$ cat config.mk
export PLATFORM = sky130hd
export DESIGN_NAME = ntt_ctrl
export DESIGN_NICKNAME = d
export VERILOG_FILES = /design/src/rtl/ntt_pkg.sv /design/src/rtl/ntt_ctrl.sv
export SDC_FILE = /design/constraint.sdc
export NUM_CORES = 1
export LEC_CHECK = 0
export BUFFER_PORTS_ARGS = -buffer_cell sky130_fd_sc_hd__buf_2
export CORE_AREA = 2 2 172 174
export CTS_BUF_LIST = sky130_fd_sc_hd__clkbuf_8
export CTS_CLUSTER_DIAMETER = 200
export DETAILED_ROUTE_END_ITERATION = 12
export DIE_AREA = 0 0 174 176
export GPL_TIMING_DRIVEN = 0
export PLACE_DENSITY = 0.7
export SLEW_MARGIN = 5
export SYNTH_ARGS = -nofsm -noshare
export SYNTH_HDL_FRONTEND = slang
export SYNTH_SLANG_ARGS = --single-unit
$ cat constraint.sdc
create_clock -name clock -period 8.4 [get_ports clock]
set_clock_uncertainty 0.1 [all_clocks]
set_input_delay 0.84 -clock clock [delete_from_list [all_inputs] [get_ports clock]]
set_output_delay 0.84 -clock clock [all_outputs]
set_load 0.1 [all_outputs]
$ cat src/rtl/ntt_pkg.sv
// NAPT translation table: shared constants, codes and link types.
// Used by every module of the block; depends on nothing.
`timescale 1ns / 1ps
`default_nettype none

package ntt_pkg;

   localparam int TABLE_DEPTH = 64;
   localparam int IDX_W       = (TABLE_DEPTH > 1) ? $clog2(TABLE_DEPTH) : 1;
   localparam int COUNT_W     = $clog2(TABLE_DEPTH + 1);

   localparam logic [15:0] PORT_TOP  = 16'd65535;
   localparam logic [15:0] PORT_WRAP = 16'd49152;

   typedef enum logic [2:0] {
      ST_UNCHANGED = 3'd0,
      ST_OUT_EXIST = 3'd1,
      ST_OUT_NEW   = 3'd2,
      ST_INBOUND   = 3'd3,
      ST_NO_MAP    = 3'd4,
      ST_FULL      = 3'd5,
      ST_LOADED    = 3'd6,
      ST_LOAD_FULL = 3'd7
   } status_type;

   typedef enum logic {
      CMD_TRANSLATE = 1'b0,
      CMD_LOAD      = 1'b1
   } command_type;

   typedef enum logic [1:0] {
      S_IDLE,
      S_DECIDE,
      S_SEARCH
   } state_type;

   typedef struct packed {
      logic [31:0] lan_address;
      logic [15:0] lan_portnum;
      logic [15:0] wan_portnum;
   } entry_type;

   // Search key broadcast to all cells
   typedef struct packed {
      logic        inbound;
      logic [31:0] ip;
      logic [15:0] port;
   } key_type;

   // Entry write broadcast to all cells
   typedef struct packed {
      logic             en;
      logic [IDX_W-1:0] idx;
      entry_type        entry;
   } write_type;

   // What one cell hands to its neighbor: first hit so far and its entry
   typedef struct packed {
      logic      hit;
      entry_type entry;
   } link_type;

   typedef struct packed {
      status_type  status;
      logic [31:0] src_ip;
      logic [15:0] src_portnum;
      logic [31:0] dst_ip;
      logic [15:0] dst_port;
   } rsp_type;

endpackage

`default_nettype wire

$ cat src/rtl/ntt_ctrl.sv
// NAPT translation table: sequencer, request and result registers, WAN
// address, entry count and port counter. Depends on ntt_pkg.
`timescale 1ns / 1ps
`default_nettype none

module ntt_ctrl
   import ntt_pkg::*;
(
   input  wire logic               clock,
   input  wire logic               reset,
   input  wire logic               start,
   output logic                    busy,
   input  wire logic               req_command,
   input  wire logic [31:0]        req_src_ip,
   input  wire logic [15:0]        req_src_port,
   input  wire logic [31:0]        req_dst_ip,
   input  wire logic [15:0]        req_dst_port,
   input  wire logic               req_dst_is_lan_host,
   input  wire logic [15:0]        req_static_wan_port,
   input  wire logic               csr_valid,
   output logic                    csr_ready,
   input  wire logic [31:0]        csr_data,
   input  wire link_type           chain_end,
   output key_type                 key,
   output write_type               wr,
   output logic [COUNT_W-1:0]      entry_count,
   output logic                    rsp_valid,
   output rsp_type                 rsp
);

   state_type          state_ff, state_in;
   logic [IDX_W-1:0]   cnt_ff, cnt_in;
   logic [COUNT_W-1:0] count_ff, count_in;
   logic [15:0]        port_ff, port_in;
   logic [31:0]        wan_ff;
   logic               rsp_valid_ff, rsp_valid_in;
   rsp_type            rsp_ff, rsp_in;

   command_type        cmd_ff, cmd_in;
   logic [31:0]        sip_ff, sip_in;
   logic [15:0]        sport_ff, sport_in;
   logic [31:0]        dip_ff, dip_in;
   logic [15:0]        dport_ff, dport_in;
   logic               lan_host_ff, lan_host_in;
   logic [15:0]        swan_ff, swan_in;

   logic               inbound;
   logic               full;
   logic [15:0]        alloc_port;

   assign inbound    = (dip_ff == wan_ff);
   assign full       = (count_ff >= COUNT_W'(TABLE_DEPTH));
   assign alloc_port = (port_ff < PORT_TOP) ? (port_ff + 16'd1) : PORT_WRAP;

   assign key.inbound = inbound;
   assign key.ip      = sip_ff;
   assign key.port    = inbound ? dport_ff : sport_ff;

   always_comb begin
      state_in     = state_ff;
      cnt_in       = cnt_ff;
      count_in     = count_ff;
      port_in      = port_ff;
      rsp_valid_in = 1'b0;
      rsp_in       = rsp_ff;
      cmd_in       = cmd_ff;
      sip_in       = sip_ff;
      sport_in     = sport_ff;
      dip_in       = dip_ff;
      dport_in     = dport_ff;
      lan_host_in  = lan_host_ff;
      swan_in      = swan_ff;
      wr.en        = 1'b0;
      wr.idx       = count_ff[IDX_W-1:0];
      wr.entry     = '{lan_address: sip_ff, lan_portnum: sport_ff, wan_portnum: swan_ff};

      case (state_ff)
         S_IDLE: begin
            if (start) begin
               cmd_in      = command_type'(req_command);
               sip_in      = req_src_ip;
               sport_in    = req_src_port;
               dip_in      = req_dst_ip;
               dport_in    = req_dst_port;
               lan_host_in = req_dst_is_lan_host;
               swan_in     = req_static_wan_port;
               state_in    = S_DECIDE;
            end
         end
         S_DECIDE: begin
            cnt_in = '0;
            if (cmd_ff == CMD_LOAD) begin
               rsp_valid_in = 1'b1;
               state_in     = S_IDLE;
               if (full) begin
                  rsp_in = '{ST_LOAD_FULL, 32'd0, 16'd0, 32'd0, 16'd0};
               end else begin
                  wr.en    = 1'b1;
                  count_in = count_ff + COUNT_W'(1);
                  rsp_in   = '{ST_LOADED, 32'd0, 16'd0, 32'd0, 16'd0};
               end
            end else if (!inbound && lan_host_ff) begin
               rsp_valid_in = 1'b1;
               state_in     = S_IDLE;
               rsp_in       = '{ST_UNCHANGED, sip_ff, sport_ff, dip_ff, dport_ff};
            end else begin
               state_in = S_SEARCH;
            end
         end
         S_SEARCH: begin
            cnt_in = cnt_ff + IDX_W'(1);
            if (cnt_ff == IDX_W'(TABLE_DEPTH - 1)) begin
               rsp_valid_in = 1'b1;
               state_in     = S_IDLE;
               if (inbound) begin
                  if (chain_end.hit) begin
                     rsp_in = '{ST_INBOUND, sip_ff, sport_ff,
                                chain_end.entry.lan_address,
                                chain_end.entry.lan_portnum};
                  end else begin
                     rsp_in = '{ST_NO_MAP, 32'd0, 16'd0, 32'd0, 16'd0};
                  end
               end else if (chain_end.hit) begin
                  rsp_in = '{ST_OUT_EXIST, wan_ff, chain_end.entry.wan_portnum,
                             dip_ff, dport_ff};
               end else if (full) begin
                  rsp_in = '{ST_FULL, 32'd0, 16'd0, 32'd0, 16'd0};
               end else begin
                  wr.en                = 1'b1;
                  wr.entry.wan_portnum = alloc_port;
                  count_in             = count_ff + COUNT_W'(1);
                  port_in              = alloc_port;
                  rsp_in               = '{ST_OUT_NEW, wan_ff, alloc_port, dip_ff, dport_ff};
               end
            end
         end
         default: begin
            state_in = S_IDLE;
         end
      endcase
   end

   always_ff @(posedge clock) begin
      if (reset) begin
         state_ff     <= S_IDLE;
         count_ff     <= '0;
         port_ff      <= '0;
         wan_ff       <= '0;
         rsp_valid_ff <= 1'b0;
      end else begin
         state_ff     <= state_in;
         count_ff     <= count_in;
         port_ff      <= port_in;
         rsp_valid_ff <= rsp_valid_in;
         if (csr_valid && csr_ready) begin
            wan_ff <= csr_data;
         end
      end
   end

   always_ff @(posedge clock) begin
      cnt_ff      <= cnt_in;
      rsp_ff      <= rsp_in;
      cmd_ff      <= cmd_in;
      sip_ff      <= sip_in;
      sport_ff    <= sport_in;
      dip_ff      <= dip_in;
      dport_ff    <= dport_in;
      lan_host_ff <= lan_host_in;
      swan_ff     <= swan_in;
   end

   assign busy        = (state_ff != S_IDLE);
   assign csr_ready   = (state_ff == S_IDLE);
   assign entry_count = count_ff;
   assign rsp_valid   = rsp_valid_ff;
   assign rsp         = rsp_ff;

endmodule

`default_nettype wire

Yosys cells after proc, flatten, opt, wreduce, memory -nomap -nowiden
Index checks and enable logic that the tools add are counted.
{ "classes": {"n_addsub": 3, "multipliers": 0, "div": 0, "n_lt_le_gt_ge": 2, "n_eq_ne": 10, "shift": 0, "n_mux": 38, "n_bitwise": 3, "reduce_logical": 11} }
{ "ops": {"columns": ["cell", "n"], "rows": [
  ["2-to-1 mux 99 bit", 7],
  ["one-hot mux 99 bit (2 select lines)", 1],
  ["2-to-1 mux 16 bit", 7],
  ["2-to-1 mux 97 bit", 1],
  ["2-to-1 mux 7 bit", 5],
  ["equality test 32 bit", 1],
  ["adder 16 x 1 -> 16 bit (second input constant)", 1],
  ["< comparator 16 bit (second input constant)", 1],
  ["one-hot mux 7 bit (2 select lines)", 1],
  ["one-hot mux 6 bit (2 select lines)", 1],
  ["inequality test 2 bit (second input constant)", 5],
  ["AND reduction 5 bit", 2],
  ["2-to-1 mux 1 bit", 8],
  ["2-to-1 mux 2 bit", 4],
  ["adder 7 x 1 -> 7 bit (second input constant)", 1],
  [">= comparator 7 bit (second input constant)", 1],
  ["adder 6 x 1 -> 6 bit (second input constant)", 1],
  ["equality test 6 bit (second input constant)", 1],
  ["one-hot mux 2 bit (3 select lines)", 1],
  ["one-hot mux 1 bit (2 select lines)", 2],
  ["AND reduction 2 bit", 2],
  ["nonzero test 2 bit", 2],
  ["inequality test 3 bit (second input constant)", 1],
  ["inverter 1 bit", 3],
  ["other kinds (6)", 7]
]} }
{ "word_totals": {"register_bits": 277, "latch_bits": 0, "mem_bits_rw": 0, "rom_bits": 0, "in_bits": 215, "output_inout_bits": 229, "wordCells": 85, "memories": 0} }

Longest topological paths before layout
Gate-level depths: netlist of run 1.
{ "depth": {"depth_word": 7, "ltp_mapped": 8, "ltp_nobuf": 8} }

Least setup slack after synthesis of run 1
OpenSTA, ideal clock, no wires.
{ "synth_timing": {"path_kind": "register -> register", "from": "reg dip_ff[19]", "to": "reg rsp_ff (netlist bit rsp[0]), enable pin", "setup_time_ps": 589, "arrival_ps": 6044, "required_ps": 7711, "setup_slack_ps": 1667, "stages_incl_launch_ff": 8, "path_buffers": 1, "period_less_slack_ps": 6733, "cell_sequence": "edfxtp_1 xor2_1 nor4_2 and4_1 buf_2 a21boi_0 o21ai_0 a21oi_1"} }
{ "synth_via": {"elab_chain_cells": 5} }
{ "synth_lines": {"columns": ["item", "line", "source"], "rows": [
  ["start: declaration", "ntt_ctrl.sv:42", "logic [31:0] dip_ff, dip_in;"],
  ["start signal: assignment", "ntt_ctrl.sv:167", "dip_ff <= dip_in;"],
  ["equality test 32 bit", "ntt_ctrl.sv:51", "assign inbound = (dip_ff == wan_ff);"],
  ["zero test 1 bit", "ntt_ctrl.sv:102", "end else if (!inbound && lan_host_ff) begin"],
  ["logical AND 1 bit", "ntt_ctrl.sv:102", null],
  ["inequality test 3 bit (no line)", null, null],
  ["AND reduction 3 bit (no line)", null, null],
  ["end signal: assignment", "ntt_ctrl.sv:163", "rsp_ff <= rsp_in;"],
  ["end: declaration", "ntt_ctrl.sv:37", "rsp_type rsp_ff, rsp_in;"]
]} }
No other way between the ends.
A chain may end at the register's enable or synchronous reset.

==> results.py, run 1 <==
metrics = {
    "die": {
        "fp-row-count": 62,
        "start_util_pct": 42.4,
        "io_pins": 444,
        "chipHeight_um": 176,
        "core_sq_mm": 0.0285,
        "die_area_sq_mm": 0.0306,
        "dieWidth_um": 174,
    },
    "grt": {
        "overflow": 0,
        "grt_max_degree": 60,
        "grt.total_usage_pct": 25.2,
        "antenna_found_initial": 2,
        "grt_pass1_vias": 9429,
        "grt_pass1_wl_um": 57900,
    },
    "timing": {
        "fin_crit_ps": 4470,
        "setup_ws_ps": 3930,
        "hold_violations": 0,
        "final-setup-viol-count": 0,
        "fin_setup_tns_ps": 0,
        "hold_slack_ps": 346,
        "relSlewSlack_pct": 46.1,
        "rsz0062_at_grt": "false",
        "maxSlewViolCount": 0,
        "period_share_pct": 53.2,
        "clock.fmax_ghz": 0.224,
        "worst_slew_pin_slew_ps": 809,
    },
    "setup_path": {
        "path_max_fanout": 10,
        "worstPathRequired_ps": 7460,
        "worst-setup-path-type": "reg2out",
        "r2r-start": "dip_ff[8]",
        "rrSetupSlack_ps": 5050,
        "cp_num_buf_inv": 4,
        "start_kind": "flop",
        "crit-reg2reg-capture": "rsp[44]",
        "critical_path.cell_chain": "inv_1 -> ha_1 -> clkbuf_1 -> nand2_1 -> a21oi_1 -> clkbuf_1 -> nand2_1 -> o21ai_0 -> buf_2",
        "critPathArrivalTime_ps": 3530,
        "crit_path_end_kind": "primary output",
        "critPathTopFamily": "buffers and inverters",
        "reg2reg_depth": 9,
        "slowest_stage": "clkbuf_1",
        "max_stage_delay_ps": 480,
    },
    "worst_hold_path": {
        "min_path_type": "in2reg",
        "hp-start": "req_src_ip[27]",
        "hold-path-cell-count": 1,
        "min_delay_worst_endpoint": "sip_ff[27]",
    },
    "clock_network": {
        "root_buffer": "clkbuf_8",
        "clkTransAtPathRegs_ps": 70,
        "clock_sinks": 277,
        "numCtsBuffers": 48,
        "max-clock-path-buffers": 3,
        "cts_setup_buffers": 0,
        "htreeDepth": 2,
        "cts_hold_buf": 0,
        "insertion_delay_ps": 560,
        "ctsResizeCount": 0,
        "cts_tree": "yes",
    },
    "pwr": {
        "powerDensity_mw_per_mm2": 239,
        "total_power_mw": 3.80,
        "power_leakage_nw": 6.71,
        "vdd_drop_max_uv": 145,
    },
    "route": {
        "drt_iter0_markers": 805,
        "routed_wl_um": 39900,
        "firstDrtPassIters": 5,
        "vias": 9755,
        "vias_per_cell": 5.29,
        "drc": 0,
        "ant_nets": 0,
        "routedWlPerCell_um": 21.6,
    },
    "logic_synthesis": {
        "netlist_top_cells_count": "edfxtp_1, a22o_1, nand2_1, a21oi_1, dfxtp_1",
        "syn_inst": 922,
        "yosysMostFrequentCell": "edfxtp_1",
        "synthesis.nets": 1144,
        "ys_seq_elements": 277,
        "synth_edf_count": 219,
        "synth_warnings": 0,
        "syn_avg_cell_area_sq_um": 13.1,
        "post_synth_main_area_contributors": "edfxtp_1, dfxtp_1, a22o_1, nand2_1, xor2_1",
        "synthArstFlopShare_pct": 0,
        "synthDistinctLibCells": 61,
        "synth_largest_area_cell": "edfxtp_1",
        "yosysTopAreaCellShare_pct": 54.4,
        "seq_area_frac_synth_pct": 64.0,
        "synth_top_flop_cell": "edfxtp_1",
        "synthesis.area_sq_mm": 0.0121,
    },
    "layout": {
        "fin_util_pct": 55.8,
        "fill_cells": 2480,
        "finalNonFillerCells": 1845,
        "multiInputGateArea_sq_mm": 0.00373,
        "layout.nets": 1641,
        "post-route-cell-area_sq_mm": 0.0159,
        "area_growth_pct": 31.7,
        "register_area_sq_mm": 0.00774,
        "drive_gt1_share_pct": 42.8,
    },
    "placement": {
        "placed_cells": 1753,
        "dpl.hpwl_um": 30500,
        "port_buffers": 442,
        "routabilityCongestion": 0.907,
        "place_area_sq_mm": 0.0149,
        "dpl_worst_slack_ps": 4520,
    },
    "run": {
        "cap_viol_max_count": 0,
    },
    "outcome": {
        "status": "finished, final reports clean",
    },
}
power by group:
part	internal [mW]	total, mW	switching (mW)	leakage [nW]
registers	1.59	1.65	0.0609	2.56
logic	0.173	0.879	0.706	3.61
clock network	0.706	1.27	0.562	0.536
layout by cell type, fill, tap and decap left out, types with 20 or more instances in the layout:
cell	n
a21oi_1	59
a22o_1	116
buf_2	458
buf_4	41
clkbuf_1	32
clkbuf_8	53
dfxtp_1	58
edfxtp_1	219
inv_1	20
mux2_2	23
nand2_1	100
nor2_1	22
o21ai_0	23
xor2_1	36
area by class of cell:
| cell class | count | area share (%) |
|---|---|---|
| Multi-Input combinational cell | 534 | 23.4 |
| Antenna cell | 2 | 0.0314 |
| Inverter | 14 | 0.330 |
| Tap cell | 384 | 3.02 |
| Sequential cell | 277 | 48.6 |
| Clock inverter | 37 | 1.66 |
| Clock buffer | 53 | 4.58 |
| Timing Repair Buffer | 447 | 14.7 |
| Buffer | 97 | 3.66 |
sequential cells by signal, indices dropped and copies added, names as in the netlist:
| name | flops |
|---|---|
| state_ff | 2 |
| port_ff | 16 |
| cnt_ff | 6 |
| entry_count | 7 |
| dport_ff | 16 |
| lan_host_ff | 1 |
| dip_ff | 32 |
| wan_ff | 32 |
| rsp | 99 |
| cmd_ff | 1 |
| sip_ff | 32 |
| sport_ff | 16 |
| swan_ff | 16 |
| rsp_valid | 1 |
how the worst max path moves through the flow:
stage           startpoint  endpoint  slack, ps  cells after the start
6_report       state_ff[0]     wr[9]       3930                      9
5_1_grt        state_ff[0]     wr[9]       3720                      9
4_1_cts        state_ff[0]     wr[9]       3900                      9
3_5_place_dp   state_ff[0]     wr[9]       4520                      9
3_3_place_gp   state_ff[0]   rsp[40]      -1700                      6
2_1_floorplan   dip_ff[19]    rsp[0]       1670                      7
per-layer routing:
| layer | part of all wire [%] | up-vias | GRT usage, % |
|---|---|---|---|
| li1 | - | 4479 | - |
| met4 | 1.8 | 0 | 7.35 |
| met1 | 42 | 4760 | 33.2 |
| met3 | 7.4 | 57 | 4.76 |
| met5 | 0 | - | 0 |
| met2 | 49 | 459 | 42.7 |
kinds of logic after synthesis:
kind of cell | count (synthesis) | synth area share, %
compound gates | 258 | 15.9
flops | 277 | 64.0
buf+inv | 111 | 5.26
xor+xnor | 47 | 3.40
mux | 26 | 2.42
fa+ha+maj | 7 | 0.724
simple gates | 196 | 8.30
Power figures use the tool's default switching activity.
==> inputs of run 2 (changes only) <==
PLACE_DENSITY = 0.72   (was 0.7)
clock period = 4 ns   (was 8.4 ns; I/O delays follow)
==> run 2 against run 1 <==
Compared with the run above:
- global-route usage rose by 2.4 points
- highest routed layer unchanged
- total power rose by 110%
- critical path depth fell by 2
- first-iteration DRC count rose by 4.5%
- register-to-register slack got worse by 4400 ps
- sequential share of layout area fell by 5.2 points
==> results.py, run 2 (synthesis gave the netlist of run 1 again) <==
metrics = {
    "layout": {
        "largest_register_ffs": 99,
        "fin_util_pct": 62.5,
        "fill_cells": 2201,
        "final_common_cell": "buf_2",
        "register_area_sq_mm": 0.00774,
        "layout.nets": 1828,
        "drive_gt1_share_pct": 38.3,
        "layout_common_cells": "buf_2, edfxtp_1, dlygate4sd3_1",
        "multiInputGateArea_sq_mm": 0.00376,
        "area_growth_pct": 47.5,
        "finalNonFillerCells": 2031,
    },
    "timing": {
        "maxSlewViolCount": 0,
        "worst_slew_pin_slew_ps": 757,
        "period_share_pct": 96.3,
        "hold_slack_ps": 44.8,
        "clock.fmax_ghz": 0.260,
        "hold_violations": 0,
        "fin_crit_ps": 3850,
        "relSlewSlack_pct": 49.5,
        "final-setup-viol-count": 0,
    },
    "pwr": {
        "powerDensity_mw_per_mm2": 453,
        "power_leakage_nw": 7.54,
        "vdd_drop_max_uv": 364,
        "total_power_mw": 8.09,
    },
    "setup_path": {
        "crit_path_end_kind": "primary output",
        "worst-setup-path-type": "reg2out",
        "path_max_fanout": 10,
        "critPathArrivalTime_ps": 3350,
        "start_kind": "flop",
        "worstPathRequired_ps": 3500,
    },
    "clock_network": {
        "clkTransAtPathRegs_ps": 60,
        "numCtsBuffers": 48,
        "max-clock-path-buffers": 3,
        "clock_sinks": 277,
        "root_buffer": "clkbuf_8",
        "htreeDepth": 2,
        "insertion_delay_ps": 590,
        "cts_tree": "yes",
    },
    "die": {
        "die_area_sq_mm": 0.0306,
        "core_sq_mm": 0.0285,
        "start_util_pct": 42.4,
        "dieWidth_um": 174,
        "io_pins": 444,
        "chipHeight_um": 176,
        "fp-row-count": 62,
    },
    "grt": {
        "overflow": 0,
        "grt_pass1_vias": 10600,
        "grt_pass1_wl_um": 63900,
        "grt.total_usage_pct": 27.6,
        "antenna_found_initial": 0,
        "grt_max_degree": 48,
    },
    "placement": {
        "routabilityCongestion": 0.898,
        "dpl.hpwl_um": 30600,
        "placed_cells": 1755,
        "port_buffers": 442,
    },
    "route": {
        "firstDrtPassIters": 5,
        "routed_wl_um": 44000,
        "ant_nets": 0,
        "vias_per_cell": 5.30,
        "vias": 10800,
        "drc": 0,
        "drt_iter0_markers": 841,
        "routedWlPerCell_um": 21.7,
    },
    "run": {
        "cap_viol_max_count": 0,
    },
    "worst_hold_path": {
        "min_path_type": "in2reg",
    },
    "outcome": {
        "status": "finished, final reports clean",
    },
}
[run 2: area by class of cell]
type / instances / share of cell area (%)
Clock buffer: 54 / 4.17
Multi-Input combinational cell: 534 / 21.1
Buffer: 97 / 3.30
Inverter: 14 / 0.295
Antenna cell: 1 / 0.0140
Sequential cell: 277 / 43.4
Clock inverter: 36 / 1.20
Timing Repair Buffer: 634 / 23.9
Tap cell: 384 / 2.69
[run 2: routing by layer]
metal,vias up,routed length (um),track usage [%]
li1,4844,-,-
met5,-,0,0
met1,5233,17400,34.8
met4,0,1360,8.82
met3,106,3130,4.33
met2,583,22100,48.7
[run 2: metrics by stage]
| stage | setup TNS, ps | setup WS, ps | cell area, sq um |
|---|---|---|---|
| after CTS | 0 | 6.31 | 17800 |
| after detailed placement | 0 | 525 | 15000 |
| after global placement | -98340 | -1000 | 14800 |
| final | 0 | 147 | 17800 |
| after global routing | -3.29 | -3.29 | 17800 |
| after floorplan | -566 | -283 | 12100 |
[run 2: repair_timing]
item / in CTS / in global routing
hold buffers: 181 / 0
pin swaps: 0 / 2
hold endpoints to repair: 181 / 0
gates cloned: 0 / 0
setup buffers: 0 / 4
setup endpoints to repair: 29 / 25
resized for setup: 4 / 14
[run 2: worst paths after layout]
| kind | start | endpoint | slack, ps | cells past startpoint |
|---|---|---|---|---|
| max | dip_ff[26] | key[3] | 150 | 7 |
| min | chain_end[33] | rsp[17] | 40 | 2 |
| max reg2reg | dip_ff[30] | rsp[16] | 660 | 10 |
| min reg2reg | wan_ff[18] | wan_ff[18] | 380 | 2 |
[run 2: critical path, stage by stage, from the launching register on]
cell      delay [ps]
edfxtp_1         440
xor2_1           190
nor4_2           460
nand4_2          340
nor2_4           340
buf_2            310
mux2_2           400
buf_2            300
[run 2: where the power goes]
part	leakage, nW	switching (mW)	internal, mW
combinational	4.44	1.54	0.495
sequential	2.56	0.136	3.34
clock	0.543	1.20	1.38
total	7.54	2.87	5.21
