[config.mk]
export PLATFORM = sky130hd
export DESIGN_NAME = ntt_cell
export DESIGN_NICKNAME = d
export VERILOG_FILES = /design/src/rtl/ntt_pkg.sv /design/src/rtl/ntt_cell.sv
export SDC_FILE = /design/constraint.sdc
export NUM_CORES = 1
export LEC_CHECK = 0
export ABC_AREA = 1
export BUFFER_PORTS_ARGS = -buffer_cell sky130_fd_sc_hd__buf_2
export CORE_UTILIZATION = 49
export CTS_CLUSTER_SIZE = 25
export DETAILED_ROUTE_END_ITERATION = 10
export PLACE_DENSITY_LB_ADDON = 0.1
export SYNTH_ARGS = -nofsm -noshare
export SYNTH_HDL_FRONTEND = slang
export SYNTH_SLANG_ARGS = --single-unit
[constraint.sdc]
create_clock -name clock -period 12.21 [get_ports clock]
set_input_delay 0.6105 -clock clock [delete_from_list [all_inputs] [get_ports clock]]
set_output_delay 0.6105 -clock clock [all_outputs]
set_load 0.02 [all_outputs]
[src/rtl/ntt_pkg.sv]
// NAPT translation table: shared constants, codes and link types.
// Used by every module of the block; depends on nothing.
`timescale 1ns / 1ps
`default_nettype none

package ntt_pkg;

   localparam int TABLE_DEPTH = 64;
   localparam int IDX_W       = (TABLE_DEPTH > 1) ? $clog2(TABLE_DEPTH) : 1;
   localparam int COUNT_W     = $clog2(TABLE_DEPTH + 1);

   localparam logic [15:0] PORT_TOP  = 16'd65535;
   localparam logic [15:0] PORT_WRAP = 16'd49152;

   typedef enum logic [2:0] {
      ST_UNCHANGED = 3'd0,
      ST_OUT_EXIST = 3'd1,
      ST_OUT_NEW   = 3'd2,
      ST_INBOUND   = 3'd3,
      ST_NO_MAP    = 3'd4,
      ST_FULL      = 3'd5,
      ST_LOADED    = 3'd6,
      ST_LOAD_FULL = 3'd7
   } status_type;

   typedef enum logic {
      CMD_TRANSLATE = 1'b0,
      CMD_LOAD      = 1'b1
   } command_type;

   typedef enum logic [1:0] {
      S_IDLE,
      S_DECIDE,
      S_SEARCH
   } state_type;

   typedef struct packed {
      logic [31:0] lan_address;
      logic [15:0] lan_portnum;
      logic [15:0] wan_portnum;
   } entry_type;

   // Search key broadcast to all cells
   typedef struct packed {
      logic        inbound;
      logic [31:0] ip;
      logic [15:0] port;
   } key_type;

   // Entry write broadcast to all cells
   typedef struct packed {
      logic             en;
      logic [IDX_W-1:0] idx;
      entry_type        entry;
   } write_type;

   // What one cell hands to its neighbor: first hit so far and its entry
   typedef struct packed {
      logic      hit;
      entry_type entry;
   } link_type;

   typedef struct packed {
      status_type  status;
      logic [31:0] src_ip;
      logic [15:0] src_portnum;
      logic [31:0] dst_ip;
      logic [15:0] dst_port;
   } rsp_type;

endpackage

`default_nettype wire

[src/rtl/ntt_cell.sv]
// NAPT translation table: one cell of the mapping chain, holding one entry.
// Depends on ntt_pkg.
`timescale 1ns / 1ps
`default_nettype none

module ntt_cell
   import ntt_pkg::*;
(
   input  wire logic               clock,
   input  wire logic [IDX_W-1:0]   cell_index,
   input  wire logic [COUNT_W-1:0] entry_count,
   input  wire key_type            key,
   input  wire write_type          wr,
   input  wire link_type           prev_link,
   output link_type                next_link
);

   entry_type entry_ff;
   link_type  chain_ff;
   link_type  chain_in;
   logic      live;
   logic      match;

   always_ff @(posedge clock) begin
      if (wr.en && (wr.idx == cell_index)) begin
         entry_ff <= wr.entry;
      end
   end

   assign live  = COUNT_W'(cell_index) < entry_count;
   assign match = key.inbound ? (entry_ff.wan_portnum == key.port)
                              : ((entry_ff.lan_address == key.ip) &&
                                 (entry_ff.lan_portnum == key.port));

   // Keep an earlier hit; otherwise offer this entry
   always_comb begin
      if (prev_link.hit) begin
         chain_in = prev_link;
      end else begin
         chain_in.hit   = live && match;
         chain_in.entry = entry_ff;
      end
   end

   always_ff @(posedge clock) begin
      chain_ff <= chain_in;
   end

   assign next_link = chain_ff;

endmodule

`default_nettype wire

## Word level (Yosys, flattened, before mapping)

Cells that the tools add are included.
Widths: inputs -> output; s select.

| operators by class | value |
|---|---|
| $lt $le $gt $ge | 1 |
| equality and inequality tests | 4 |
| multiplexer cells | 2 |
| reductions and logical operators | 3 |

Operator list:

| operator | number |
|---|---|
| $mux 64 | 1 |
| $eq 16x16->1 | 2 |
| $eq 32x32->1 | 1 |
| $lt 6x7->1 | 1 |
| $eq 6x6->1 | 1 |
| $logic_and 1x1->1 | 3 |
| $mux 1 | 1 |

| storage, ports and cells | value |
|---|---|
| register bits after elaboration | 129 |
| input bits | 199 |
| output and inout bits | 65 |
| word-level logic and storage cells | 17 |

## Longest topological paths before layout

Gate-level depths: netlist of the first run.

| logic depth | value |
|---|---|
| depth after elaboration | 4 |
| depth in mapped cells | 11 |
| mapped depth without buffers | 11 |

## Worst setup path before layout of the first run

Ideal clock, no wire load.

| path | value |
|---|---|
| path kind | input -> register |
| start | input wr[66] in the netlist's numbering |
| end | register entry_ff[0] in the netlist's numbering (enable) |
| library setup time | 644 ps |
| arrival time | 7004 ps |
| data required time | 11566 ps |
| slack | 4562 ps |
| stages | 4 |
| cell sequence | xor2_1 > a21oi_1 > nand4_1 > nor4_1 |

| on the way | value |
|---|---|
| longest elaborated chain between the ends | 2 |

RTL lines:

| element | RTL line | text |
|---|---|---|
| start: declaration | ntt_cell.sv:13 | `input wire write_type wr,` |
| $eq 6x6->1 | ntt_cell.sv:25 | `if (wr.en && (wr.idx == cell_index)) begin` |
| $logic_and 1x1->1 | ntt_cell.sv:25 |  |
| end signal: assignment | ntt_cell.sv:26 | `entry_ff <= wr.entry;` |
| end: declaration | ntt_cell.sv:18 | `entry_type entry_ff;` |

No other way between the ends.
A chain may end at the register's enable or synchronous reset.

## Worst setup path in the final report of the first run

| path | value |
|---|---|
| start | input cell_index[2] |
| end | register entry_ff[56] in the netlist's numbering (enable) |

| on the way | value |
|---|---|
| longest elaborated chain between the ends | 2 |

RTL lines:

| element | RTL line | text |
|---|---|---|
| start: declaration | ntt_cell.sv:10 | `input wire logic [IDX_W-1:0] cell_index,` |
| $eq 6x6->1 | ntt_cell.sv:25 |  |
| $logic_and 1x1->1 | ntt_cell.sv:25 |  |

No other way between the ends.

==> run_summary.xml, run 1 <==
<?xml version="1.0" encoding="UTF-8"?>
<metrics>
  <group name="status">
    <metric name="run_status" unit="">complete, no violations</metric>
  </group>
  <group name="layout">
    <metric name="mostFrequentLayoutCell" unit="">buf_2</metric>
    <metric name="diodes" unit="">0</metric>
    <metric name="final_util" unit="%">71.53</metric>
    <metric name="drive_above_1_share" unit="%">37.41</metric>
    <metric name="synthToLayoutAreaGrowth" unit="%">38.98</metric>
    <metric name="layout_common_cells" unit="">263 x buf_2, 242 x nand2_1, 65 x dfxtp_1, 64 x edfxtp_1, 41 x xnor2_1</metric>
    <metric name="nets_final" unit="">1002</metric>
  </group>
  <group name="sta">
    <metric name="timing.hold.ws" unit="ps">262.2</metric>
    <metric name="slew_of_the_pin_with_the_lowest_slew_margin" unit="ps">962.6</metric>
    <metric name="worst_clock_skew" unit="ps">7.225</metric>
    <metric name="tns" unit="ps">0</metric>
    <metric name="finalHoldViolCount" unit="">0</metric>
    <metric name="period_needed" unit="ps">1863</metric>
    <metric name="setup_repair_after_global_routing_missed_its_margin" unit="">no</metric>
    <metric name="final_number_of_max_transition_violations" unit="">0</metric>
    <metric name="timing.final.crit_share" unit="%">15.25</metric>
    <metric name="maxClockFrequency" unit="MHz">536.9</metric>
    <metric name="maxSlewHeadroom" unit="%">35.73</metric>
    <metric name="number_of_failing_setup_endpoints_in_the_final_timing_report" unit="">0</metric>
  </group>
  <group name="global_route">
    <metric name="grt.total_usage" unit="%">24.35</metric>
    <metric name="number_of_global_route_vias_before_repair" unit="">4427</metric>
    <metric name="grt.overflow.total" unit="">0</metric>
    <metric name="grt_max_degree" unit="">76</metric>
    <metric name="grt_antenna_before_repair" unit="">0</metric>
    <metric name="wire_length_of_the_first_global_routing_pass" unit="um">20130</metric>
  </group>
  <group name="clock_network">
    <metric name="ctsResizeCount" unit="">0</metric>
    <metric name="setup_fix_bufs_post_cts" unit="">0</metric>
    <metric name="tritoncts.num_buffers" unit="">17</metric>
    <metric name="hold_buffers" unit="">0</metric>
    <metric name="longest_clk_path_bufs" unit="">2</metric>
    <metric name="cts_num_sinks" unit="">129</metric>
    <metric name="path_clk_slew" unit="ps">60</metric>
    <metric name="clock-root-buffer" unit="">clkbuf_8</metric>
    <metric name="worst_skew_pair.late_latency" unit="ps">520</metric>
    <metric name="htreeDepth" unit="">4</metric>
    <metric name="cts_tree" unit="">yes</metric>
  </group>
  <group name="critical_path">
    <metric name="end_kind" unit="">flop</metric>
    <metric name="start_kind" unit="">input pin</metric>
    <metric name="critical_path_required" unit="ps">12350</metric>
    <metric name="critical_path.max_stage_delay" unit="ps">690</metric>
    <metric name="critical-path-slowest-cell" unit="">buf_4</metric>
    <metric name="worst-endpoint-arrival" unit="ps">2000</metric>
    <metric name="worstPathCellList" unit="">buf_2, xor2_1, a21oi_1, nand4_1, nor4_2, buf_4</metric>
    <metric name="criticalPathCategory" unit="">input pin to flop</metric>
    <metric name="timing.critical_path.fanout_max" unit="">64</metric>
    <metric name="cp_top_family" unit="">buffers and inverters</metric>
    <metric name="cp_num_buf_inv" unit="">2</metric>
  </group>
  <group name="detailed_routing">
    <metric name="num_vias" unit="">4327</metric>
    <metric name="avgRoutedWirePerCell" unit="um">13.48</metric>
    <metric name="avgViaCountPerCell" unit="">4.589</metric>
    <metric name="first_iter_violations" unit="">223</metric>
    <metric name="number_of_optimization_iterations_in_the_first_detailed_route_pass" unit="">7</metric>
    <metric name="detail_route.drc_violations" unit="">0</metric>
    <metric name="wire_length_reported_by_the_detailed_router" unit="um">12710</metric>
    <metric name="ant_nets" unit="">0</metric>
  </group>
  <group name="power_and_ir_drop">
    <metric name="p_total" unit="uW">1039</metric>
    <metric name="total_leakage_power" unit="uW">0.003507</metric>
    <metric name="ir_worst_vdd" unit="V">0.00009666</metric>
    <metric name="powerDensity" unit="nW/um^2">146.6</metric>
  </group>
  <group name="yosys">
    <metric name="seq_area_frac_synth" unit="%">63.20</metric>
    <metric name="post_synth_arst_share" unit="%">0</metric>
    <metric name="yosys.cell_types.count" unit="">23</metric>
    <metric name="syn-cell-area" unit="um^2">5100</metric>
    <metric name="syn_nets" unit="">731</metric>
    <metric name="post-synth-top-area-cell" unit="">edfxtp_1</metric>
    <metric name="synth_area_leaders" unit="">edfxtp_1 38%, dfxtp_1 26%, nand2_1 18%, xnor2_1 7.0%, xor2_1 2.6%</metric>
    <metric name="post_synth_inst_count" unit="">527</metric>
    <metric name="number_of_flops_mapped_to_enable_cells_by_yosys" unit="">64</metric>
    <metric name="postSynth.topFlopCell" unit="">dfxtp_1</metric>
    <metric name="synth-seq-cells" unit="">129</metric>
    <metric name="synth_area_per_cell" unit="um^2">9.677</metric>
    <metric name="synth.yosys.warnings" unit="">0</metric>
    <metric name="synth.top_cell.area_share" unit="%">37.68</metric>
  </group>
  <group name="die">
    <metric name="die_area" unit="um^2">10820</metric>
    <metric name="dieHeight" unit="um">104.0</metric>
    <metric name="row_count" unit="">36</metric>
    <metric name="die-width" unit="um">104.0</metric>
    <metric name="io_pins" unit="">264</metric>
    <metric name="floorplan.initialDensity" unit="%">51.46</metric>
    <metric name="core-area" unit="um^2">9910</metric>
  </group>
  <group name="placed_design">
    <metric name="finalWeightedCongestion" unit="">0.8789</metric>
    <metric name="port_bufs" unit="">263</metric>
    <metric name="detailedPlacementHpwl" unit="um">9447</metric>
  </group>
  <group name="worst_hold_path">
    <metric name="worstHoldPathType" unit="">input pin to flop</metric>
  </group>
  <group name="flow_run">
    <metric name="cap_violations" unit="">0</metric>
  </group>
</metrics>
layout make-up:
type | count | area [um^2]
repair buffers | 265 | 1331
fillers | 770 | 2821
clock buffers | 22 | 484.2
inverters | 30 | 112.6
well taps | 133 | 166.4
clock inverters | 9 | 57.56
multi-input cells | 355 | 1713
flip-flops and latches | 129 | 3223
worst register-to-register path: stages (launching register included):
cell and delay (ps):
edfxtp_1 400, xnor2_1 200, nand2_1 100, nor2_1 160, nand2_1 70, nor2_1 120, nand3_1 90, nand2_1 60
nand2_1 50, nand2_1 50
power by group:
| group | internal (uW) | switching [uW] | total [uW] |
|---|---|---|---|
| logic | 50.1 | 61.4 | 111 |
| clock network | 274 | 176 | 450 |
| registers | 472 | 5.23 | 477 |
| total | 797 | 243 | 1040 |
cells by family (layout without fill, tap and decap cells):
family          count (synthesis)  count (layout)  synth area share, %
compound gates                 20              20                2.110
xor+xnor                       56              56                9.617
fa+ha+maj                       5               5                1.227
buf+inv                        43             326                3.337
flops                         129             129                63.20
simple gates                  274             274                20.51
cells in the mapped netlist (all sizes together), types with 5 or more instances:
cell type and count:
edfxtp 64, a21oi 5, buf 8, xor2 15
inv 30, dfxtp 65, ha 5, xnor2 41
clkbuf 5, nor2 26, nand2 242, o21ai 13
layer usage:
metal	wire, um	vias to the layer above	share of wire, %	GRT usage, %
li1	-	2193	-	-
met1	4593	1950	36	24.43
met2	6874	169	54	45.76
met3	1047	15	8.2	8.145
met4	196	0	1.5	9.898
met5	0	-	0	0
sequential cells by signal, indices dropped and copies added (netlist names):
name and count:
entry_ff 64, next_link 65
stage by stage:
step / cell area (um^2) / setup WS [ps] / std cells
CTS: 7088 / 10380 / 943
global placement: 6546 / 9865 / 912
detailed placement: 6546 / 9827 / 912
floorplan: 5100 / 4562 / 527
global route: 7088 / 10170 / 943
finish: 7088 / 10350 / 943
path summary, 6_finish.rpt:
path                            slack [ps]                        to              startpoint  cells after the start
worst max-delay path                 10350    entry_ff[56]$_DFFE_PP_           cell_index[2]                      6
worst min-delay path                   260    entry_ff[35]$_DFFE_PP_                  wr[35]                      1
worst max register to register       10830  next_link[64]$_SDFF_PP1_  entry_ff[26]$_DFFE_PP_                      9
worst min register to register         480     next_link[56]$_DFF_P_  entry_ff[56]$_DFFE_PP_                      2
Note: power is estimated with default switching activity, not from simulation.
==> run 2, diff against run 1 <==
--- a/config.mk
+++ b/config.mk
@@ -5,9 +5,9 @@
 export SDC_FILE = /design/constraint.sdc
 export NUM_CORES = 1
 export LEC_CHECK = 0
-export ABC_AREA = 1
+export ABC_AREA = 0
 export BUFFER_PORTS_ARGS = -buffer_cell sky130_fd_sc_hd__buf_2
-export CORE_UTILIZATION = 49
+export CORE_UTILIZATION = 45
 export CTS_CLUSTER_SIZE = 25
 export DETAILED_ROUTE_END_ITERATION = 10
 export PLACE_DENSITY_LB_ADDON = 0.1
==> constraint.sdc (replaced) <==
create_clock -name clock -period 1.8 [get_ports clock]
set_input_delay 0.09 -clock clock [delete_from_list [all_inputs] [get_ports clock]]
set_output_delay 0.09 -clock clock [all_outputs]
set_load 0.02 [all_outputs]
==> run 2 against run 1 <==
Net effect: sequential share of layout area fell by 6.7 points; via count fell by 6.1%; critical endpoint is now next_link[64]$_SDFF_PP1_; global-route usage rose by 2.7 points; clock power rose to 7.6 times the previous value; power rose to 7.3 times the previous value; sequential power rose to 6.8 times the previous value; highest routed layer unchanged.
==> run_summary.xml, run 2 <==
<?xml version="1.0" encoding="UTF-8"?>
<metrics>
  <group name="detailed_routing">
    <metric name="num_vias" unit="">4061</metric>
    <metric name="avgViaCountPerCell" unit="">4.668</metric>
    <metric name="wire_length_reported_by_the_detailed_router" unit="um">14780</metric>
    <metric name="first_iter_violations" unit="">158</metric>
    <metric name="ant_nets" unit="">0</metric>
    <metric name="number_of_optimization_iterations_in_the_first_detailed_route_pass" unit="">4</metric>
    <metric name="avgRoutedWirePerCell" unit="um">16.99</metric>
    <metric name="detail_route.drc_violations" unit="">0</metric>
  </group>
  <group name="global_route">
    <metric name="grt.overflow.total" unit="">0</metric>
    <metric name="grt.total_usage" unit="%">27.09</metric>
    <metric name="number_of_global_route_vias_before_repair" unit="">4464</metric>
    <metric name="grt_max_degree" unit="">67</metric>
    <metric name="grt_antenna_before_repair" unit="">0</metric>
    <metric name="wire_length_of_the_first_global_routing_pass" unit="um">22590</metric>
  </group>
  <group name="sta">
    <metric name="setup_repair_after_global_routing_missed_its_margin" unit="">no</metric>
    <metric name="maxClockFrequency" unit="MHz">628.2</metric>
    <metric name="final_number_of_max_transition_violations" unit="">0</metric>
    <metric name="slew_of_the_pin_with_the_lowest_slew_margin" unit="ps">382.6</metric>
    <metric name="timing.final.crit_share" unit="%">88.43</metric>
    <metric name="finalHoldViolCount" unit="">0</metric>
    <metric name="maxSlewHeadroom" unit="%">74.28</metric>
    <metric name="number_of_failing_setup_endpoints_in_the_final_timing_report" unit="">0</metric>
    <metric name="worst_clock_skew" unit="ps">7.447</metric>
    <metric name="period_needed" unit="ps">1592</metric>
  </group>
  <group name="yosys">
    <metric name="syn_nets" unit="">518</metric>
    <metric name="number_of_flops_mapped_to_enable_cells_by_yosys" unit="">64</metric>
    <metric name="synth_area_per_cell" unit="um^2">15.55</metric>
    <metric name="synth_area_leaders" unit="">edfxtp_1 39%, dfxtp_1 27%, mux2_2 15%, xnor2_1 12%, nand4_1 2.1%</metric>
    <metric name="seq_area_frac_synth" unit="%">66.02</metric>
    <metric name="post_synth_inst_count" unit="">314</metric>
    <metric name="synth_top_cells_by_count" unit="">66 x xnor2_1, 65 x dfxtp_1, 64 x edfxtp_1, 64 x mux2_2, 16 x nand4_1</metric>
    <metric name="syn-cell-area" unit="um^2">4882</metric>
    <metric name="synth.top_cell.area_share" unit="%">39.36</metric>
    <metric name="post_synth_arst_share" unit="%">0</metric>
    <metric name="synth-seq-cells" unit="">129</metric>
    <metric name="synth.yosys.warnings" unit="">0</metric>
    <metric name="yosys.cell_types.count" unit="">21</metric>
    <metric name="most_common_cell_in_the_synthesized_netlist" unit="">xnor2_1</metric>
    <metric name="postSynth.topFlopCell" unit="">dfxtp_1</metric>
    <metric name="post-synth-top-area-cell" unit="">edfxtp_1</metric>
  </group>
  <group name="layout">
    <metric name="layout.filler_cells" unit="">626</metric>
    <metric name="drive_above_1_share" unit="%">49.46</metric>
    <metric name="layout_common_cells" unit="">263 x buf_2, 130 x dlygate4sd3_1, 66 x xnor2_1, 65 x dfxtp_1</metric>
    <metric name="synthToLayoutAreaGrowth" unit="%">70.32</metric>
    <metric name="mostFrequentLayoutCell" unit="">buf_2</metric>
    <metric name="max_reg_flops" unit="">65</metric>
    <metric name="diodes" unit="">0</metric>
    <metric name="final_util" unit="%">79.83</metric>
    <metric name="layout.cells.non_filler" unit="">870</metric>
    <metric name="nets_final" unit="">925</metric>
  </group>
  <group name="clock_network">
    <metric name="path_clk_slew" unit="ps">60</metric>
    <metric name="clock-root-buffer" unit="">clkbuf_8</metric>
    <metric name="cts_num_sinks" unit="">129</metric>
    <metric name="tritoncts.num_buffers" unit="">17</metric>
    <metric name="htreeDepth" unit="">4</metric>
    <metric name="setup_fix_bufs_post_cts" unit="">0</metric>
    <metric name="cts_tree" unit="">yes</metric>
    <metric name="longest_clk_path_bufs" unit="">2</metric>
    <metric name="worst_skew_pair.late_latency" unit="ps">510</metric>
  </group>
  <group name="critical_path">
    <metric name="cp_top_family" unit="">simple AND/OR/NAND/NOR gates</metric>
    <metric name="critical-path-slowest-cell" unit="">edfxtp_1</metric>
    <metric name="critical_path.max_stage_delay" unit="ps">420</metric>
    <metric name="cpMostUsedCell" unit="">nand4_1</metric>
    <metric name="cp.depth" unit="">5</metric>
    <metric name="criticalPathCategory" unit="">flop to flop</metric>
    <metric name="critical_path_required" unit="ps">2220</metric>
    <metric name="worstPathCellList" unit="">xnor2_1, nand4_1, nor4_2, nand4_1, a22oi_1</metric>
    <metric name="start_kind" unit="">flop</metric>
    <metric name="end_kind" unit="">flop</metric>
    <metric name="cp_num_buf_inv" unit="">0</metric>
    <metric name="r2r.worst_path.cells" unit="">5</metric>
    <metric name="timing.critical_path.fanout_max" unit="">2</metric>
    <metric name="worst-endpoint-arrival" unit="ps">2020</metric>
  </group>
  <group name="placed_design">
    <metric name="detailedPlacementHpwl" unit="um">9512</metric>
    <metric name="port_bufs" unit="">263</metric>
    <metric name="placed_cells_incl_taps" unit="">708</metric>
    <metric name="finalWeightedCongestion" unit="">0.7708</metric>
  </group>
  <group name="die">
    <metric name="core-area" unit="um^2">10420</metric>
    <metric name="io_pins" unit="">264</metric>
    <metric name="dieHeight" unit="um">106.2</metric>
    <metric name="floorplan.initialDensity" unit="%">46.87</metric>
    <metric name="row_count" unit="">37</metric>
    <metric name="die_area" unit="um^2">11270</metric>
    <metric name="die-width" unit="um">106.2</metric>
  </group>
  <group name="power_and_ir_drop">
    <metric name="total_leakage_power" unit="uW">0.003524</metric>
    <metric name="ir_worst_vdd" unit="V">0.0005887</metric>
    <metric name="p_total" unit="uW">7583</metric>
    <metric name="powerDensity" unit="nW/um^2">912.0</metric>
  </group>
  <group name="worst_hold_path">
    <metric name="timing.hold.worst_path_depth" unit="">6</metric>
    <metric name="worstHoldPathType" unit="">input pin to flop</metric>
  </group>
  <group name="flow_run">
    <metric name="cap_violations" unit="">0</metric>
  </group>
  <group name="status">
    <metric name="run_status" unit="">complete, no violations</metric>
  </group>
</metrics>
==> run 2: cell types whose count changed in the layout (fill, tap and decap cells not counted), moves of 5 or more <==
| cell | previous run | this run |
|---|---|---|
| nand2_1 | 242 | 1 |
| dlygate4sd3_1 | 0 | 130 |
| mux2_2 | 0 | 64 |
| xnor2_1 | 41 | 66 |
| nor2_1 | 26 | 2 |
| inv_1 | 25 | 5 |
| nand4_1 | 1 | 16 |
| xor2_1 | 15 | 3 |
| o21ai_1 | 10 | 0 |
| inv_2 | 5 | 0 |
==> run 2: worst min-delay path, stage by stage <==
cell and delay [ps]:
buf_2 80, xnor2_1 50, nand4_1 70, nor3_1 50, nand4_1 80, a22oi_1 60
==> run 2: report_power, final <==
group / leakage (uW) / total (uW) / switching, uW / internal, uW
logic: 0.00211 / 970 / 410 / 561
registers: 0.00112 / 3220 / 31.6 / 3190
clock network: 0.000292 / 3400 / 1200 / 2200
total: 0.00352 / 7580 / 1640 / 5940
==> run 2: layout make-up <==
class / instances / area [um^2] / share of cell area, %
inverter: 5 / 18.77 / 0.2257
tap: 136 / 170.2 / 2.046
clock inverter: 8 / 98.84 / 1.189
sequential: 129 / 3223 / 38.76
timing repair buffer: 395 / 2658 / 31.96
clock buffer: 24 / 501.7 / 6.034
multi-input combinational: 173 / 1645 / 19.79
==> run 2: routing by layer <==
layer / vias up / track usage, % / part of all wire, %
met1: 1892 / 29.39 / 38
li1: 1955 / - / -
met3: 29 / 7.235 / 6.1
met4: 0 / 10.81 / 2.4
met5: - / 0 / 0
met2: 185 / 49.72 / 53
==> run 2: final timing paths <==
check	startpoint	endpoint	slack (ps)
worst max-delay path	entry_ff[57]$_DFFE_PP_	next_link[64]$_SDFF_PP1_	210
worst max register to register	entry_ff[57]$_DFFE_PP_	next_link[64]$_SDFF_PP1_	210
worst min register to register	entry_ff[60]$_DFFE_PP_	next_link[60]$_DFF_P_	520
worst min-delay path	key[24]	next_link[64]$_SDFF_PP1_	40
==> run 2: repair_timing <==
item                                    CTS  global route
hold endpoints to repair                129             0
endpoints found under the setup margin    0             1
gates resized for setup                   0             1
hold buffers                            130             0
==> run 2: per-stage QoR <==
| step | hold slack [ps] | TNS [ps] | area [um^2] | setup slack (ps) |
|---|---|---|---|---|
| after floorplan | 188.9 | -67190 | 4916 | -1050 |
| after global placement | 267.2 | 0 | 6407 | 105.7 |
| after detailed placement | 268.1 | 0 | 6407 | 102.4 |
| after CTS | 19.55 | 0 | 8309 | 90.01 |
| after global routing | 63.45 | 0 | 8315 | 78.88 |
| final | 44.43 | 0 | 8315 | 208.2 |
==> run 2: logic make-up after synthesis <==
| group | after synthesis | synth area share [%] |
|---|---|---|
| DFF | 129 | 66.02 |
| AOI/OAI and AO/OA | 6 | 0.9483 |
| adders and majority gates | 5 | 1.281 |
| xor gates and xnor gates | 70 | 12.56 |
| buffers and inverters | 12 | 1.102 |
| muxes | 64 | 14.76 |
| and+or+nand+nor | 28 | 3.332 |
==> run 3, diff against run 2 <==
--- a/config.mk
+++ b/config.mk
@@ -7,7 +7,7 @@
 export LEC_CHECK = 0
 export ABC_AREA = 0
 export BUFFER_PORTS_ARGS = -buffer_cell sky130_fd_sc_hd__buf_2
-export CORE_UTILIZATION = 45
+export CORE_UTILIZATION = 25
 export CTS_CLUSTER_SIZE = 25
 export DETAILED_ROUTE_END_ITERATION = 10
 export PLACE_DENSITY_LB_ADDON = 0.1
==> run 3 against run 2 <==
Net effect: cell count is 14% higher; die area is 78% higher; core utilization fell by 35 points; register-to-register slack worse by 20 ps; hold slack gained 19 ps; combinational power is 1% lower; critical path depth grew 1; final area increased by 1.6%; flip-flop and latch count did not move; via count decreased by 3.6%; clock skew down 0.54 ps; clock power is 8.8% lower.
==> run_summary.xml, run 3 (synthesis gave the netlist of run 2 again) <==
<?xml version="1.0" encoding="UTF-8"?>
<metrics>
  <group name="power_and_ir_drop">
    <metric name="power_frac_clock" unit="%">42.6</metric>
    <metric name="powerDensity" unit="nW/um^2">861.9</metric>
    <metric name="comb_power_share" unit="%">13.2</metric>
    <metric name="power.internal" unit="uW">5603</metric>
    <metric name="switching_share" unit="%">23.04</metric>
    <metric name="total_leakage_power" unit="uW">0.003507</metric>
    <metric name="seqPwrFrac" unit="%">44.2</metric>
    <metric name="total_switching_power" unit="uW">1677</metric>
    <metric name="ir_worst_vdd" unit="V">0.0006030</metric>
  </group>
  <group name="detailed_routing">
    <metric name="wire_length_reported_by_the_detailed_router" unit="um">14790</metric>
    <metric name="avgViaCountPerCell" unit="">3.932</metric>
    <metric name="number_of_optimization_iterations_in_the_first_detailed_route_pass" unit="">4</metric>
    <metric name="avgRoutedWirePerCell" unit="um">14.85</metric>
    <metric name="detail_route.drc_violations" unit="">0</metric>
    <metric name="ant_nets" unit="">0</metric>
    <metric name="num_vias" unit="">3916</metric>
    <metric name="first_iter_violations" unit="">79</metric>
  </group>
  <group name="layout">
    <metric name="mostFrequentLayoutCell" unit="">buf_2</metric>
    <metric name="synthToLayoutAreaGrowth" unit="%">73.01</metric>
    <metric name="drive_above_1_share" unit="%">49.59</metric>
    <metric name="max_reg_flops" unit="">65</metric>
    <metric name="layout.cells.non_filler" unit="">996</metric>
    <metric name="nets_final" unit="">927</metric>
    <metric name="layout_common_cells" unit="">262 x buf_2, 129 x dlygate4sd3_1, 66 x xnor2_1, 65 x dfxtp_1</metric>
    <metric name="diodes" unit="">0</metric>
  </group>
  <group name="sta">
    <metric name="number_of_failing_setup_endpoints_in_the_final_timing_report" unit="">0</metric>
    <metric name="maxSlewHeadroom" unit="%">62.09</metric>
    <metric name="finalHoldViolCount" unit="">0</metric>
    <metric name="period_needed" unit="ps">1611</metric>
    <metric name="final_number_of_max_transition_violations" unit="">0</metric>
    <metric name="slew_of_the_pin_with_the_lowest_slew_margin" unit="ps">563.8</metric>
    <metric name="setup_repair_after_global_routing_missed_its_margin" unit="">no</metric>
    <metric name="timing.final.crit_share" unit="%">89.48</metric>
    <metric name="maxClockFrequency" unit="MHz">620.9</metric>
    <metric name="worst_clock_skew" unit="ps">6.908</metric>
    <metric name="tns" unit="ps">0</metric>
    <metric name="timing.hold.ws" unit="ps">63.54</metric>
  </group>
  <group name="placed_design">
    <metric name="finalWeightedCongestion" unit="">0.7255</metric>
    <metric name="placed_cells_incl_taps" unit="">835</metric>
    <metric name="detailedPlacementHpwl" unit="um">10890</metric>
    <metric name="port_bufs" unit="">263</metric>
  </group>
  <group name="critical_path">
    <metric name="worst-endpoint-arrival" unit="ps">1950</metric>
    <metric name="crit-reg2reg-launch" unit="">entry_ff[22]$_DFFE_PP_</metric>
    <metric name="cp_num_buf_inv" unit="">1</metric>
    <metric name="start_kind" unit="">flop</metric>
    <metric name="criticalPathCategory" unit="">flop to flop</metric>
    <metric name="worstPathCellList" unit="">xnor2_1, nand4_1, nor4_1, buf_4, nand4_1, a22oi_1</metric>
    <metric name="register_to_register_setup_slack" unit="ps">190</metric>
    <metric name="end_kind" unit="">flop</metric>
    <metric name="timing.critical_path.fanout_max" unit="">2</metric>
    <metric name="cpMostUsedCell" unit="">nand4_1</metric>
    <metric name="cp_top_family" unit="">simple AND/OR/NAND/NOR gates</metric>
    <metric name="r2r.worst_path.cells" unit="">6</metric>
    <metric name="critical_path.max_stage_delay" unit="ps">400</metric>
    <metric name="critical_path_required" unit="ps">2140</metric>
    <metric name="reg_to_reg_critical_path_endpoint" unit="">next_link[64]$_SDFF_PP1_</metric>
    <metric name="critical-path-slowest-cell" unit="">edfxtp_1</metric>
  </group>
  <group name="die">
    <metric name="die-width" unit="um">141.7</metric>
    <metric name="row_count" unit="">50</metric>
    <metric name="io_pins" unit="">264</metric>
    <metric name="die_area" unit="um^2">20090</metric>
    <metric name="dieHeight" unit="um">141.7</metric>
    <metric name="floorplan.initialDensity" unit="%">25.84</metric>
    <metric name="core-area" unit="um^2">18890</metric>
  </group>
  <group name="clock_network">
    <metric name="path_clk_slew" unit="ps">60</metric>
    <metric name="htreeDepth" unit="">4</metric>
    <metric name="longest_clk_path_bufs" unit="">2</metric>
    <metric name="cts_num_sinks" unit="">129</metric>
    <metric name="cts_tree" unit="">yes</metric>
    <metric name="clock-root-buffer" unit="">clkbuf_16</metric>
    <metric name="worst_skew_pair.late_latency" unit="ps">410</metric>
    <metric name="setup_fix_bufs_post_cts" unit="">0</metric>
    <metric name="tritoncts.num_buffers" unit="">17</metric>
  </group>
  <group name="worst_hold_path">
    <metric name="hold_path_startpoint" unit="">key[48]</metric>
    <metric name="timing.hold.worst_path_depth" unit="">3</metric>
    <metric name="worstHoldPathType" unit="">input pin to flop</metric>
    <metric name="hold-path-endpoint" unit="">next_link[64]$_SDFF_PP1_</metric>
  </group>
  <group name="global_route">
    <metric name="grt_max_degree" unit="">40</metric>
    <metric name="number_of_global_route_vias_before_repair" unit="">4147</metric>
    <metric name="grt_antenna_before_repair" unit="">1</metric>
    <metric name="wire_length_of_the_first_global_routing_pass" unit="um">22280</metric>
    <metric name="grt.overflow.total" unit="">0</metric>
    <metric name="grt.total_usage" unit="%">14.95</metric>
  </group>
  <group name="status">
    <metric name="run_status" unit="">complete, no violations</metric>
  </group>
  <group name="flow_run">
    <metric name="cap_violations" unit="">0</metric>
  </group>
</metrics>
[run 3: cell types whose count changed in the layout (fill, tap and decap cells not counted)]
cell,delta
buf_12,+2
clkbuf_8,-2
bufinv_16,-2
buf_4,+2
dlygate4sd3_1,-1
clkinv_2,+1
clkinvlp_4,+2
buf_2,-1
clkinv_1,+1
[run 3: power groups by stage]
stage	registers, uW	clock network, uW	logic (uW)
2_1_floorplan	3390	0	244
3_3_place_gp	3280	0	746
3_5_place_dp	3280	0	749
4_1_cts	3220	3210	977
5_1_grt	3220	3320	1040
6_report	3220	3100	960
[run 3: final cells by class]
type                    instances  area [um^2]
flip-flops and latches        129         3223
clock buffers                  22        474.2
inverters                       5        18.77
clock inverters                10        62.56
multi-input cells             173         1645
repair buffers                397         2698
well taps                     260        325.3
fillers                      1826        10450
[run 3: worst min-delay path, stage by stage]
cell	delay (ps)
buf_2	130
a31oi_1	130
a22oi_1	70
[run 3: through the flow]
stage          area [um^2]  worst slack (ps)  util, %  total power (uW)
2_1_floorplan         4916             -1050        -              3634
3_3_place_gp          6613            -4.829    35.00              4022
3_5_place_dp          6613            -21.53    35.00              4027
4_1_cts               8447             91.23    44.71              7400
5_1_grt               8447             38.38    44.71              7586
6_report              8447             189.4    44.71              7281
[run 3: timing repair]
item                                   CTS  global route
setup endpoints to repair                1             0
resized for setup                        1             0
endpoints found under the hold margin  129             0
hold buffers                           129             0
[run 3: worst max-delay path by stage]
stage	slack, ps	end	startpoint	depth (start not counted)
after detailed placement	-20	next_link[64]$_SDFF_PP1_	entry_ff[41]$_DFFE_PP_	5
after global routing	40	next_link[64]$_SDFF_PP1_	entry_ff[22]$_DFFE_PP_	6
final	190	next_link[64]$_SDFF_PP1_	entry_ff[22]$_DFFE_PP_	6
after CTS	90	next_link[64]$_SDFF_PP1_	entry_ff[22]$_DFFE_PP_	6
after global placement	-5	next_link[64]$_SDFF_PP1_	entry_ff[41]$_DFFE_PP_	5
after floorplan	-1050	entry_ff[0]$_DFFE_PP_	wr[67]	2
[run 3: layer usage]
layer / GRT usage [%] / part of all wire (%)
met5: 0 / 0.061
met4: 3.905 / 0.87
met3: 5.366 / 6.3
met2: 25.90 / 49
met1: 17.43 / 44
